==> src/ditc_pkg.sv <==
// Package for the two-door interlock controller.
// Holds the phase, event and message codes and the decision struct.
// No dependencies.
package ditc_pkg;

  // Field widths
  localparam int EventW  = 4;
  localparam int MsgW    = 5;
  localparam int PhaseW  = 4;
  localparam int IdW     = 32;
  localparam int WeightW = 16;

  // Sequencer phases
  localparam logic [PhaseW-1:0] PH_START        = 4'd0;
  localparam logic [PhaseW-1:0] PH_LEFT_LOCK    = 4'd1;
  localparam logic [PhaseW-1:0] PH_RIGHT_LOCK   = 4'd2;
  localparam logic [PhaseW-1:0] PH_LEFT_UNLOCK  = 4'd3;
  localparam logic [PhaseW-1:0] PH_RIGHT_UNLOCK = 4'd4;
  localparam logic [PhaseW-1:0] PH_OPENED       = 4'd5;
  localparam logic [PhaseW-1:0] PH_WEIGHED      = 4'd6;
  localparam logic [PhaseW-1:0] PH_LEFT_CLOSED  = 4'd7;
  localparam logic [PhaseW-1:0] PH_RIGHT_CLOSED = 4'd8;

  // Event codes
  localparam logic [EventW-1:0] EV_LS   = 4'd0;
  localparam logic [EventW-1:0] EV_RS   = 4'd1;
  localparam logic [EventW-1:0] EV_WS   = 4'd2;
  localparam logic [EventW-1:0] EV_LO   = 4'd3;
  localparam logic [EventW-1:0] EV_RO   = 4'd4;
  localparam logic [EventW-1:0] EV_LC   = 4'd5;
  localparam logic [EventW-1:0] EV_RC   = 4'd6;
  localparam logic [EventW-1:0] EV_GRU  = 4'd7;
  localparam logic [EventW-1:0] EV_GRL  = 4'd8;
  localparam logic [EventW-1:0] EV_GLL  = 4'd9;
  localparam logic [EventW-1:0] EV_GLU  = 4'd10;
  localparam logic [EventW-1:0] EV_EXIT = 4'd11;

  // Error and exit messages
  localparam logic [MsgW-1:0] ER_SCAN   = 5'd11;
  localparam logic [MsgW-1:0] ER_UNLOCK = 5'd12;
  localparam logic [MsgW-1:0] ER_OPEN   = 5'd13;
  localparam logic [MsgW-1:0] ER_WOC    = 5'd14;
  localparam logic [MsgW-1:0] ER_CLOSE  = 5'd15;
  localparam logic [MsgW-1:0] ER_LOCK   = 5'd16;
  localparam logic [MsgW-1:0] MSG_EXIT  = 5'd17;

  // One result item
  typedef struct packed {
    logic [MsgW-1:0]    message;
    logic               is_error;
    logic               waiting_again;
    logic [IdW-1:0]     shown_id;
    logic [WeightW-1:0] shown_weight;
  } result_t;

  // Decision for one request: result plus the state it leaves
  typedef struct packed {
    result_t           res;
    logic [PhaseW-1:0] next_phase;
    logic              next_weighed;
  } decision_t;

endpackage

==> src/two_door_interlock_controller_unit.sv <==
// Top level of the two-door interlock controller: state and result registers.
// Depends on ditc_pkg and ditc_decide.
//
//   channel | ports                                        | direction
//   in      | in_valid/in_ready, event_req, direction, id, weight | request in
//   out     | out_valid/out_ready, message, flags, id, weight    | result out
//
// Each request is decided as it is accepted and its result is registered,
// visible the next cycle. One request per cycle is sustained while out_ready
// is high; the phase and weighed-flag registers loop back through the decider.
// Synchronous active-low reset puts the sequencer in the start phase, clears
// the weighed flag and empties the result register.
// A stalled result holds; a new request is taken in the cycle the result leaves.
module two_door_interlock_controller_unit import ditc_pkg::*; (
  input  logic               clk,
  input  logic               rst_n,
  input  logic               in_valid,
  output logic               in_ready,
  input  logic [EventW-1:0]  in_event_req,
  input  logic               in_direction,
  input  logic [IdW-1:0]     in_person_id,
  input  logic [WeightW-1:0] in_weight,
  output logic               out_valid,
  input  logic               out_ready,
  output logic [MsgW-1:0]    out_message,
  output logic               out_is_error,
  output logic               out_waiting_again,
  output logic [IdW-1:0]     out_shown_id,
  output logic [WeightW-1:0] out_shown_weight
);

  logic [PhaseW-1:0] phase_r;
  logic              weighed_r;
  logic              out_valid_r;
  result_t           res_r;
  decision_t         dec;
  logic              in_fire;

  // Decision logic on the incoming request
  ditc_decide u_decide (
    .phase     (phase_r),
    .weighed   (weighed_r),
    .event_req (in_event_req),
    .direction (in_direction),
    .person_id (in_person_id),
    .weight    (in_weight),
    .dec       (dec)
  );

  assign in_ready = !out_valid_r || out_ready;
  assign in_fire  = in_valid && in_ready;

  // Sequencer state and result valid
  always_ff @(posedge clk) begin
    if (!rst_n) begin
      phase_r     <= PH_START;
      weighed_r   <= 1'b0;
      out_valid_r <= 1'b0;
    end else begin
      if (in_fire) begin
        phase_r   <= dec.next_phase;
        weighed_r <= dec.next_weighed;
      end
      if (in_fire) begin
        out_valid_r <= 1'b1;
      end else if (out_ready) begin
        out_valid_r <= 1'b0;
      end
    end
  end

  // Result payload
  always_ff @(posedge clk) begin
    if (in_fire) begin
      res_r <= dec.res;
    end
  end

  assign out_valid         = out_valid_r;
  assign out_message       = res_r.message;
  assign out_is_error      = res_r.is_error;
  assign out_waiting_again = res_r.waiting_again;
  assign out_shown_id      = res_r.shown_id;
  assign out_shown_weight  = res_r.shown_weight;

endmodule

==> src/ditc_decide.sv <==
// Next-state and message decision for one interlock request.
// Depends on ditc_pkg.
module ditc_decide import ditc_pkg::*; (
  input  logic [PhaseW-1:0]  phase,
  input  logic               weighed,
  input  logic [EventW-1:0]  event_req,
  input  logic               direction,
  input  logic [IdW-1:0]     person_id,
  input  logic [WeightW-1:0] weight,
  output decision_t          dec
);

  logic              ok;
  logic              done;
  logic [MsgW-1:0]   err_msg;
  logic [PhaseW-1:0] nxt;
  logic              nxt_weighed;
  logic              show_id;
  logic              show_wt;
  // Left-side steps are allowed when outbound matches the weighed flag.
  logic              left_ok;
  logic              right_ok;

  assign left_ok  = (direction == weighed);
  assign right_ok = (direction != weighed);

  // Phase table: an unexpected event gives the phase's error kind.
  always_comb begin
    ok          = 1'b0;
    done        = 1'b0;
    nxt         = phase;
    nxt_weighed = weighed;
    show_id     = 1'b0;
    show_wt     = 1'b0;
    case (phase)
      PH_LEFT_LOCK: begin
        err_msg = ER_UNLOCK;
        if (event_req == EV_GLU && left_ok) begin
          ok = 1'b1; nxt = PH_LEFT_UNLOCK;
        end
      end
      PH_RIGHT_LOCK: begin
        err_msg = ER_UNLOCK;
        if (event_req == EV_GRU && right_ok) begin
          ok = 1'b1; nxt = PH_RIGHT_UNLOCK;
        end
      end
      PH_LEFT_UNLOCK: begin
        err_msg = ER_OPEN;
        if (event_req == EV_LO && left_ok) begin
          ok = 1'b1; nxt = PH_OPENED;
        end
      end
      PH_RIGHT_UNLOCK: begin
        err_msg = ER_OPEN;
        if (event_req == EV_RO && right_ok) begin
          ok = 1'b1; nxt = PH_OPENED;
        end
      end
      PH_OPENED: begin
        err_msg = ER_WOC;
        if (event_req == EV_WS && !weighed) begin
          ok = 1'b1; nxt = PH_WEIGHED; nxt_weighed = 1'b1; show_wt = 1'b1;
        end else if (event_req == EV_RC && !direction && weighed) begin
          ok = 1'b1; nxt = PH_RIGHT_CLOSED;
        end else if (event_req == EV_LC && direction && weighed) begin
          ok = 1'b1; nxt = PH_LEFT_CLOSED;
        end
      end
      PH_WEIGHED: begin
        err_msg = ER_CLOSE;
        if (event_req == EV_LC && !direction) begin
          ok = 1'b1; nxt = PH_LEFT_CLOSED;
        end else if (event_req == EV_RC && direction) begin
          ok = 1'b1; nxt = PH_RIGHT_CLOSED;
        end
      end
      PH_LEFT_CLOSED: begin
        err_msg = ER_LOCK;
        if (event_req == EV_GLL) begin
          ok = 1'b1;
          if (!direction) begin
            nxt = PH_RIGHT_LOCK;
          end else begin
            nxt = PH_START; done = 1'b1; nxt_weighed = 1'b0;
          end
        end
      end
      PH_RIGHT_CLOSED: begin
        err_msg = ER_LOCK;
        if (event_req == EV_GRL) begin
          ok = 1'b1;
          if (direction) begin
            nxt = PH_LEFT_LOCK;
          end else begin
            nxt = PH_START; done = 1'b1; nxt_weighed = 1'b0;
          end
        end
      end
      // Start phase, and any phase code outside the nine phases.
      default: begin
        err_msg = ER_SCAN;
        if (event_req == EV_LS) begin
          ok = 1'b1; nxt = PH_LEFT_LOCK; show_id = 1'b1;
        end else if (event_req == EV_RS) begin
          ok = 1'b1; nxt = PH_RIGHT_LOCK; show_id = 1'b1;
        end
      end
    endcase
  end

  // Exit overrides everything and leaves the state alone.
  always_comb begin
    if (event_req == EV_EXIT) begin
      dec.res.message       = MSG_EXIT;
      dec.res.is_error      = 1'b0;
      dec.res.waiting_again = 1'b0;
      dec.res.shown_id      = '0;
      dec.res.shown_weight  = '0;
      dec.next_phase        = phase;
      dec.next_weighed      = weighed;
    end else begin
      dec.res.message       = ok ? {{(MsgW-EventW){1'b0}}, event_req} : err_msg;
      dec.res.is_error      = !ok;
      dec.res.waiting_again = done;
      dec.res.shown_id      = show_id ? person_id : '0;
      dec.res.shown_weight  = show_wt ? weight : '0;
      dec.next_phase        = ok ? nxt : phase;
      dec.next_weighed      = ok ? nxt_weighed : weighed;
    end
  end

endmodule

==> config.mk <==
export PLATFORM = sky130hd
export DESIGN_NAME = two_door_interlock_controller_unit
export DESIGN_NICKNAME = d
export VERILOG_FILES = /design/src/ditc_pkg.sv /design/src/two_door_interlock_controller_unit.sv /design/src/ditc_decide.sv
export SDC_FILE = /design/constraint.sdc
export NUM_CORES = 1
export LEC_CHECK = 0
export BUFFER_PORTS_ARGS = -buffer_cell sky130_fd_sc_hd__buf_4
export CELL_PAD_IN_SITES_DETAIL_PLACEMENT = 0
export CELL_PAD_IN_SITES_GLOBAL_PLACEMENT = 1
export CORE_ASPECT_RATIO = 2
export CORE_MARGIN = 3
export CORE_UTILIZATION = 38
export DETAILED_ROUTE_END_ITERATION = 8
export PLACE_DENSITY = 0.89
export SYNTH_ARGS = -nofsm -noshare
export SYNTH_HDL_FRONTEND = slang
export SYNTH_HIERARCHICAL = 1
export SYNTH_SLANG_ARGS = --single-unit
==> constraint.sdc <==
create_clock -name clk -period 3.4 [get_ports clk]
set_clock_uncertainty 0.1 [all_clocks]
set_input_delay 0.34 -clock clk [delete_from_list [all_inputs] [get_ports clk]]
set_output_delay 0.34 -clock clk [all_outputs]
set_load 0.1 [all_outputs]
# ---- After elaboration in Yosys (flattened, before gate mapping)
# Cells that the tools add are included.
dict set report classes {
  addsub 0
  n_mul 0
  div_mod_pow 0
  order_cmp 0
  n_eq_ne 32
  n_shift 0
  n_mux 48
  n_bitwise 3
  reduce_logical 29
}
# cell count
set op_table {}
lappend op_table {{4-bit two-way mux} 13}
lappend op_table {{4-bit by 3-bit equality test with 1-bit output (second input constant)} 8}
lappend op_table {{4-bit case mux with 8 select lines} 1}
lappend op_table {{1-bit two-way mux} 28}
lappend op_table {{5-bit case mux with 5 select lines} 1}
lappend op_table {{4-bit equality test (second input constant)} 5}
lappend op_table {{4-bit by 2-bit equality test with 1-bit output (second input constant)} 4}
lappend op_table {{2-bit by 1-bit inequality test with 1-bit output (second input constant)} 7}
lappend op_table {{1-bit logical AND} 12}
lappend op_table {{12-bit AND reduction} 1}
lappend op_table {{10-bit nonzero test} 1}
lappend op_table {{2-bit OR reduction} 5}
lappend op_table {{9-bit AND reduction} 1}
lappend op_table {{4-bit by 1-bit equality test with 1-bit output (second input constant)} 2}
lappend op_table {{1-bit case mux with 8 select lines} 1}
lappend op_table {{8-bit OR reduction} 1}
lappend op_table {{5-bit two-way mux} 1}
lappend op_table {{1-bit zero test} 4}
lappend op_table {{4-bit zero test} 1}
lappend op_table {{2-bit inequality test (second input constant)} 2}
lappend op_table {{4-bit by 1-bit inequality test with 1-bit output (second input constant)} 1}
lappend op_table {{3-bit by 1-bit inequality test with 1-bit output (second input constant)} 1}
lappend op_table {{1-bit NOT} 3}
lappend op_table {{1-bit case mux with 3 select lines} 1}
lappend op_table {{7 further kinds} 7}
dict set report totals {
  reg_bits 61
  latchBits 0
  ram_bits 0
  romBits 0
  input_bits 57
  output_inout_bits 57
  wordCells 120
  n_memories 0
}

# ---- Depth between registers and ports, before layout
# Gate-level depths: netlist (run 1).
dict set report depth {
  depth_word 8
  mapped_depth 10
  mapped_depth_nobuf 9
}

# ---- Modules after synthesis
# The synthesis (run 1) kept the hierarchy.
# module n_inst cells_each area_per_inst_um2 seq_area_each_um2
set by_module_without_submodules {}
lappend by_module_without_submodules {two_door_interlock_controller_unit 1 82 1909.3 1771.7}
lappend by_module_without_submodules {ditc_decide 1 189 1296.2 0.0}

# ---- Worst setup path before layout (run 1)
# OpenSTA, ideal clock, no wires.
dict set report synth_path {
  path_kind {input-to-reg}
  from {input port in_direction}
  to {register res_r, in the netlist out_message[2], data pin}
  setup_ns 0.260
  arrival_time_ns 2.263
  required_time_ns 3.040
  path_slack_ns 0.777
  cell_stages 8
  path_buffers 1
  cell_sequence {clkbuf_1 inv_1 ha_1 or3b_1 a211oi_2 a311o_2 nor2_4 mux2_4}
}
dict set report synth_between {
  elab_chain_cells 7
  word_cells_on_any_way 24
  cone_classes {2 x eq/ne; 11 x mux; 11 x reduce/logical}
}
# item line_no
set synth_lines {}
lappend synth_lines {{start: declaration} two_door_interlock_controller_unit.sv:20} ;# input logic in_direction,
lappend synth_lines {{1-bit logical AND / 1-bit zero test (equally long branches)} {ditc_decide.sv:66, ditc_decide.sv:64, ditc_decide.sv:72}}
lappend synth_lines {{1-bit logical AND (on tied branches)} {ditc_decide.sv:66, ditc_decide.sv:64}}
lappend synth_lines {{1-bit two-way mux / 1-bit logical AND (equally long branches)} {ditc_decide.sv:66, ditc_decide.sv:64}}
lappend synth_lines {{1-bit two-way mux} ditc_decide.sv:64} ;# end else if (event_req == EV_RC && !direction && weighed) begin
lappend synth_lines {{1-bit two-way mux} ditc_decide.sv:62} ;# if (event_req == EV_WS && !weighed) begin
lappend synth_lines {{1-bit case mux with 8 select lines (*)} ditc_decide.sv:35} ;# case (phase)
lappend synth_lines {{5-bit two-way mux (*)} ditc_decide.sv:123} ;# dec.res.message = ok ? {{(MsgW-EventW){1'b0}}, event_req} : err_msg;
lappend synth_lines {{end signal: assignment} two_door_interlock_controller_unit.sv:75} ;# res_r <= dec.res;
lappend synth_lines {{end: declaration} two_door_interlock_controller_unit.sv:35} ;# result_t res_r;
# Every way passes the cells marked *; elsewhere a longest branch is shown, timed or not.
# A chain may end at the register's enable or synchronous reset.

# ---- Worst setup path in the final report (run 1)
dict set report layout_path {
  from {register phase_r[1]}
  to {register phase_r[3]}
}
dict set report layout_between {
  elab_chain_cells 3
  word_cells_on_any_way 20
  cone_classes {16 x eq/ne; 2 x mux; 2 x reduce/logical}
}
# item line_no
set layout_lines {}
lappend layout_lines {{start: declaration} two_door_interlock_controller_unit.sv:32} ;# logic [PhaseW-1:0] phase_r;
lappend layout_lines {{start signal: assignment} two_door_interlock_controller_unit.sv:61} ;# phase_r <= dec.next_phase;
lappend layout_lines {{4-bit equality test (tied with other cells)} ditc_decide.sv:35}
lappend layout_lines {{1-bit case mux with 8 select lines (tied with other cells)} ditc_decide.sv:35}
lappend layout_lines {{12-bit AND reduction (no line)} --}
# Parallel ways exist; a longest one is shown, timed or not.

==> impl_metrics.ini, run 1 <==
[timing]
setup_violations = 0
max_slew_margin_pct = 31.9
max_freq_mhz = 360
post-route-period-util_pct = 81.7
slew_viol_final = 0
final.setup.worst_slack_ns = 0.623
tightest_slew_ns = 1.02
hold_violations = 0
fin_setup_tns_ns = 0
min_period_ns = 2.78
rsz0062_at_grt = no

[setup_path]
critPathArrivalTime_ns = 2.85
worstPathMaxFanout = 20
crit_chain = nand4bb_1, nor3b_2, a311oi_1, and2_4, mux2_4, nand2_1, mux2i_1
critPathMaxStageDelay_ns = 0.86
ff2ff_path_depth = 7
crit_slowest_cell = nor3b_2
critical_path_class = reg2reg
cp.required_ns = 3.47
cp.depth = 7
critPathLaunchType = register
path_delay_family = simple AND/OR/NAND/NOR gates
critPathBufInv = 0
end_kind = register

[cts]
clk_latency_ns = 0.31
htreeDepth = 3
clock_path_buffers = 2
cts_tree = yes
cts-root-buf = clkbuf_16
post_cts_buffers = 0
cts_sinks = 61
cts_resized = 0
path_clk_slew_ns = 0.05
cts_buffers = 9
hold_buffers = 0

[floorplanning]
die_x_um = 70.9
fp.dieH_um = 136
die_area_sq_mm = 0.00964
rows = 46
start_util_pct = 39.8
ios = 114
core_sq_mm = 0.00806

[synthesis]
synth-main-ff-cell = edfxtp_1
syn_inst = 271
synth_cell_types = 60
synth_seq_area_share_pct = 55.3
ys_ff_latch = 61
async_flop_share_pct = 0
avgSynthCellArea_sq_um = 11.8
synth_top_area_cell = edfxtp_1
synthTopCellsByArea = edfxtp_1 52%, and2_1 9.6%, dfxtp_1 3.7%
yosysWarnings = 6
synth_top_area_share_pct = 51.5
syn-cell-area_sq_mm = 0.00321
synth_nets = 330
synth-edff-count = 55

[worst_hold_path]
hold_path_class = in2reg
hold_path_depth = 3

[routing]
ant_nets = 0
vias = 2610
first_pass_iters = 4
routed_wl_um = 8750
via_per_inst = 5.41
drc_errors = 0
avgRoutedWirePerCell_um = 18.2
first_iter_violations = 201

[final_layout]
nets = 440
drive_gt1_share_pct = 39.4
final_common_cell = buf_4
layout_common_cells = 119 x buf_4, 55 x edfxtp_1, 49 x and2_1, 15 x nand2_1
fill_cells = 695
syn2layout_area_growth_pct = 38.1
insertedDiodeCount = 0

[power_and_ir_drop]
cellPowerDensity_mw_per_mm2 = 510
p_leak_nw = 1.82
power_w = 0.00226
vdd_drop_max_v = 0.000271

[global_routing]
grt_antenna_before_repair = 0
track_usage_pct = 17.9
overflow = 0
grt_max_degree = 61
grt_pass1_vias = 2511
grt_first_pass_wirelength_um = 13300

[run]
maxCapViolCount = 0

[placement]
gp_congestion = 0.932
dp_hpwl_um = 6470
dp_slack_ns = 0.586
port_buffers = 113

[run_status]
status = completed
==> logic make-up after synthesis <==
group / count (synthesis) / share of synthesized area, %
and+or+nand+nor: 128 / 26.4
DFF: 61 / 55.3
buffers and inverters: 26 / 4.06
muxes: 11 / 4.06
adders and majority gates: 2 / 0.781
AOI/OAI and AO/OA: 43 / 9.45
==> metal layers <==
| metal | track usage [%] | wire, um |
|---|---|---|
| met4 | 12.0 | 393 |
| met5 | 0 | 0 |
| met1 | 19.0 | 3120 |
| met3 | 2.66 | 516 |
| met2 | 31.9 | 4720 |
==> per-stage QoR <==
stage               cells  utilization (%)  instance area (sq um)  hold slack [ns]
floorplan             271                -                   3210            0.379
global placement      466             51.1                   4120            0.367
detailed placement    466             51.1                   4120            0.370
CTS                   482             54.9                   4430            0.193
global route          482             54.9                   4430            0.191
finish                482             54.9                   4430            0.200
==> worst paths after layout <==
path	startpoint	to	slack, ns
setup / recovery	phase_r[1]$_SDFFE_PN0P_	phase_r[3]$_SDFFE_PN0P_	0.62
setup reg to reg	phase_r[1]$_SDFFE_PN0P_	phase_r[3]$_SDFFE_PN0P_	0.62
hold / removal	in_valid	out_valid$_SDFFE_PN0P_	0.20
hold reg to reg	phase_r[3]$_SDFFE_PN0P_	phase_r[3]$_SDFFE_PN0P_	0.38
==> state kept, by name, summed over array words and instances, names as in the netlist <==
| register | flops |
|---|---|
| out_shown_id | 32 |
| out_is_error | 1 |
| weighed_r | 1 |
| out_waiting_again | 1 |
| out_shown_weight | 16 |
| phase_r | 4 |
| out_valid | 1 |
| out_message | 5 |
==> report_power, final <==
group / switching [W] / internal [W] / total [W]
clock: 0.000295 / 0.000637 / 0.000933
sequential: 0.0000129 / 0.000858 / 0.000871
combinational: 0.000339 / 0.000112 / 0.000452
==> worst reg2reg max path, stage by stage (launching register included) <==
cell       delay (ns)
dfxtp_1          0.49
nand4bb_1        0.37
nor3b_2          0.86
a311oi_1         0.17
and2_4           0.23
mux2_4           0.29
nand2_1          0.06
mux2i_1          0.06
==> cell type report <==
class / count / area, sq um / area share (%)
Inverter: 6 / 22.5 / 0.509
Clock buffer: 11 / 233 / 5.26
Tap cell: 96 / 120 / 2.71
Sequential cell: 61 / 1770 / 40.0
Multi-Input combinational cell: 184 / 1310 / 29.6
Clock inverter: 5 / 76.3 / 1.72
Timing Repair Buffer: 119 / 893 / 20.2
==> synth_stat cells (3+ instances only) <==
library cell / count
edfxtp_1: 55
and2_1: 49
nand2_1: 15
clkbuf_1: 11
a21oi_1: 9
nor3_1: 8
o21ai_0: 8
mux2i_1: 7
nor2_1: 7
dfxtp_1: 6
inv_1: 6
nand3_1: 6
buf_2: 5
nor2b_1: 5
mux2_4: 4
a31oi_1: 3
and3_1: 3
buf_6: 3
nand3b_1: 3
nor3b_1: 3
nor4_1: 3
Power figures use the tool's default switching activity.
==> inputs of run 2 (changes only) <==
--- a/config.mk
+++ b/config.mk
@@ -10,9 +10,9 @@
 export CELL_PAD_IN_SITES_GLOBAL_PLACEMENT = 1
 export CORE_ASPECT_RATIO = 2
 export CORE_MARGIN = 3
-export CORE_UTILIZATION = 38
+export CORE_UTILIZATION = 35
 export DETAILED_ROUTE_END_ITERATION = 8
-export PLACE_DENSITY = 0.89
+export PLACE_DENSITY = 0.87
 export SYNTH_ARGS = -nofsm -noshare
 export SYNTH_HDL_FRONTEND = slang
 export SYNTH_HIERARCHICAL = 1
==> constraint.sdc (replaced) <==
create_clock -name clk -period 2.51 [get_ports clk]
set_clock_uncertainty 0.1 [all_clocks]
set_input_delay 0.251 -clock clk [delete_from_list [all_inputs] [get_ports clk]]
set_output_delay 0.251 -clock clk [all_outputs]
set_load 0.1 [all_outputs]
==> run 2 against run 1 <==
Against the previous run:
- global-route usage decreased by 0.65 points
- utilization decreased by 2.5 points
- die area increased by 8.0%
- total power increased by 36%
- wire length increased by 2.7%
- hold slack got worse by 0.10 ns
- sequential share of layout area decreased by 1.4 points
==> impl_metrics.ini, run 2 (same netlist as run 1, synthesis figures left out) <==
[cts]
cts_buffers = 9
htreeDepth = 3
path_clk_slew_ns = 0.05
clk_latency_ns = 0.32
clock_path_buffers = 2
cts-root-buf = clkbuf_16
cts_tree = yes
cts_sinks = 61

[floorplanning]
die_area_sq_mm = 0.0104
fp.dieH_um = 141
start_util_pct = 36.6
ios = 114
core_sq_mm = 0.00877
die_x_um = 73.7
rows = 48

[final_layout]
drive_gt1_share_pct = 42.9
layout_common_cells = 138 x buf_4, 55 x edfxtp_1, 49 x and2_1, 15 x nand2_1
nets = 460
fill_cells = 757
syn2layout_area_growth_pct = 43.3
insertedDiodeCount = 0
final_common_cell = buf_4
largest_reg_flops = 32

[setup_path]
rr_endpoint = out_message[3]$_DFFE_PP_
critPathLaunchType = register
cp.required_ns = 2.48
critical_path_class = reg2reg
ff2ff_path_depth = 6
worstPathMaxFanout = 5
rr_startpoint = weighed_r$_SDFFE_PN0P_
end_kind = register
critPathArrivalTime_ns = 2.36
reg2reg_setup_slack_ns = 0.11

[timing]
fin_setup_tns_ns = 0
max_freq_mhz = 417
hold_violations = 0
post-route-period-util_pct = 95.5
min_period_ns = 2.40
max_slew_margin_pct = 63.8
slew_viol_final = 0
rsz0062_at_grt = no
setup_violations = 0
tightest_slew_ns = 0.529

[worst_hold_path]
hp-start = in_valid
hold_path_end = out_valid$_SDFFE_PN0P_
hold_path_depth = 3
hold_path_class = in2reg

[power_and_ir_drop]
cellPowerDensity_mw_per_mm2 = 665
p_leak_nw = 1.93
power_w = 0.00306
vdd_drop_max_v = 0.000321

[placement]
gp_congestion = 0.974
port_buffers = 113
dp_hpwl_um = 6960

[run_status]
status = completed

[global_routing]
grt_antenna_before_repair = 0
grt_max_degree = 33
overflow = 0
grt_first_pass_wirelength_um = 13500
grt_pass1_vias = 2686
track_usage_pct = 17.2

[routing]
first_iter_violations = 172
avgRoutedWirePerCell_um = 17.8
via_per_inst = 5.38
first_pass_iters = 4
routed_wl_um = 8990
vias = 2722
ant_nets = 0
drc_errors = 0

[run]
maxCapViolCount = 0
run 2: cell count changes in the layout (fill, tap and decap cells not counted), sizes merged:
cell      delta
buf         +20
clkinv       +1
clkinvlp     -1
run 2: worst max-delay path, cell delays in order, from the launching register on:
cell     delay [ns]
dfxtp_1        0.32
ha_1           0.37
nor4_1         0.07
o311a_1        0.39
a311o_2        0.41
nor2_4         0.17
mux2_4         0.31
run 2: layout make-up:
cell class | instances | area, sq um | area share (%)
Clock buffer | 11 | 233 | 5.07
Sequential cell | 61 | 1770 | 38.6
Multi-Input combinational cell | 184 | 1310 | 28.5
Inverter | 6 | 22.5 | 0.490
Tap cell | 100 | 125 | 2.72
Timing Repair Buffer | 139 | 1060 | 23.0
Clock inverter | 5 | 75.1 | 1.63
run 2: per-layer routing:
| metal | part of all wire [%] | GRT usage [%] | vias up | wire [um] |
|---|---|---|---|---|
| met2 | 52 | 29.9 | 139 | 4670 |
| li1 | - | - | 1273 | - |
| met1 | 33 | 16.7 | 1275 | 2980 |
| met4 | 6.8 | 13.5 | 0 | 612 |
| met5 | 0 | 0 | - | 0 |
| met3 | 8.1 | 4.04 | 35 | 725 |
run 2: worst max-delay path by stage:
stage,start,to,slack [ns]
detailed placement,in_direction,out_message[3]$_DFFE_PP_,0.08
CTS,weighed_r$_SDFFE_PN0P_,phase_r[2]$_SDFFE_PN0P_,0.10
finish,weighed_r$_SDFFE_PN0P_,out_message[3]$_DFFE_PP_,0.11
global route,phase_r[1]$_SDFFE_PN0P_,phase_r[2]$_SDFFE_PN0P_,0.01
floorplan,in_direction,out_message[2]$_DFFE_PP_,0.08
global placement,in_direction,out_message[2]$_DFFE_PP_,0.13
run 2: what timing repair did:
item	in CTS	in global routing
resized for setup	0	1
buffers inserted	0	0
setup endpoints to repair	0	1
hold buffers	0	0
run 2: metrics by stage:
step | std cells | util (%) | instance area (sq um) | setup slack [ns] | hold slack (ns)
after detailed placement | 490 | 48.9 | 4280 | 0.0821 | 0.425
after global routing | 506 | 52.4 | 4590 | 0.00982 | 0.0943
final | 506 | 52.4 | 4590 | 0.114 | 0.0996
after CTS | 506 | 52.4 | 4590 | 0.101 | 0.0886
after global placement | 490 | 48.9 | 4280 | 0.126 | 0.405
after floorplan | 271 | - | 3210 | 0.0831 | 0.290
run 2: where the power goes:
part           switching [W]  total [W]  internal, W
sequential         0.0000160    0.00118      0.00116
combinational       0.000461   0.000623     0.000162
clock               0.000393    0.00126     0.000862
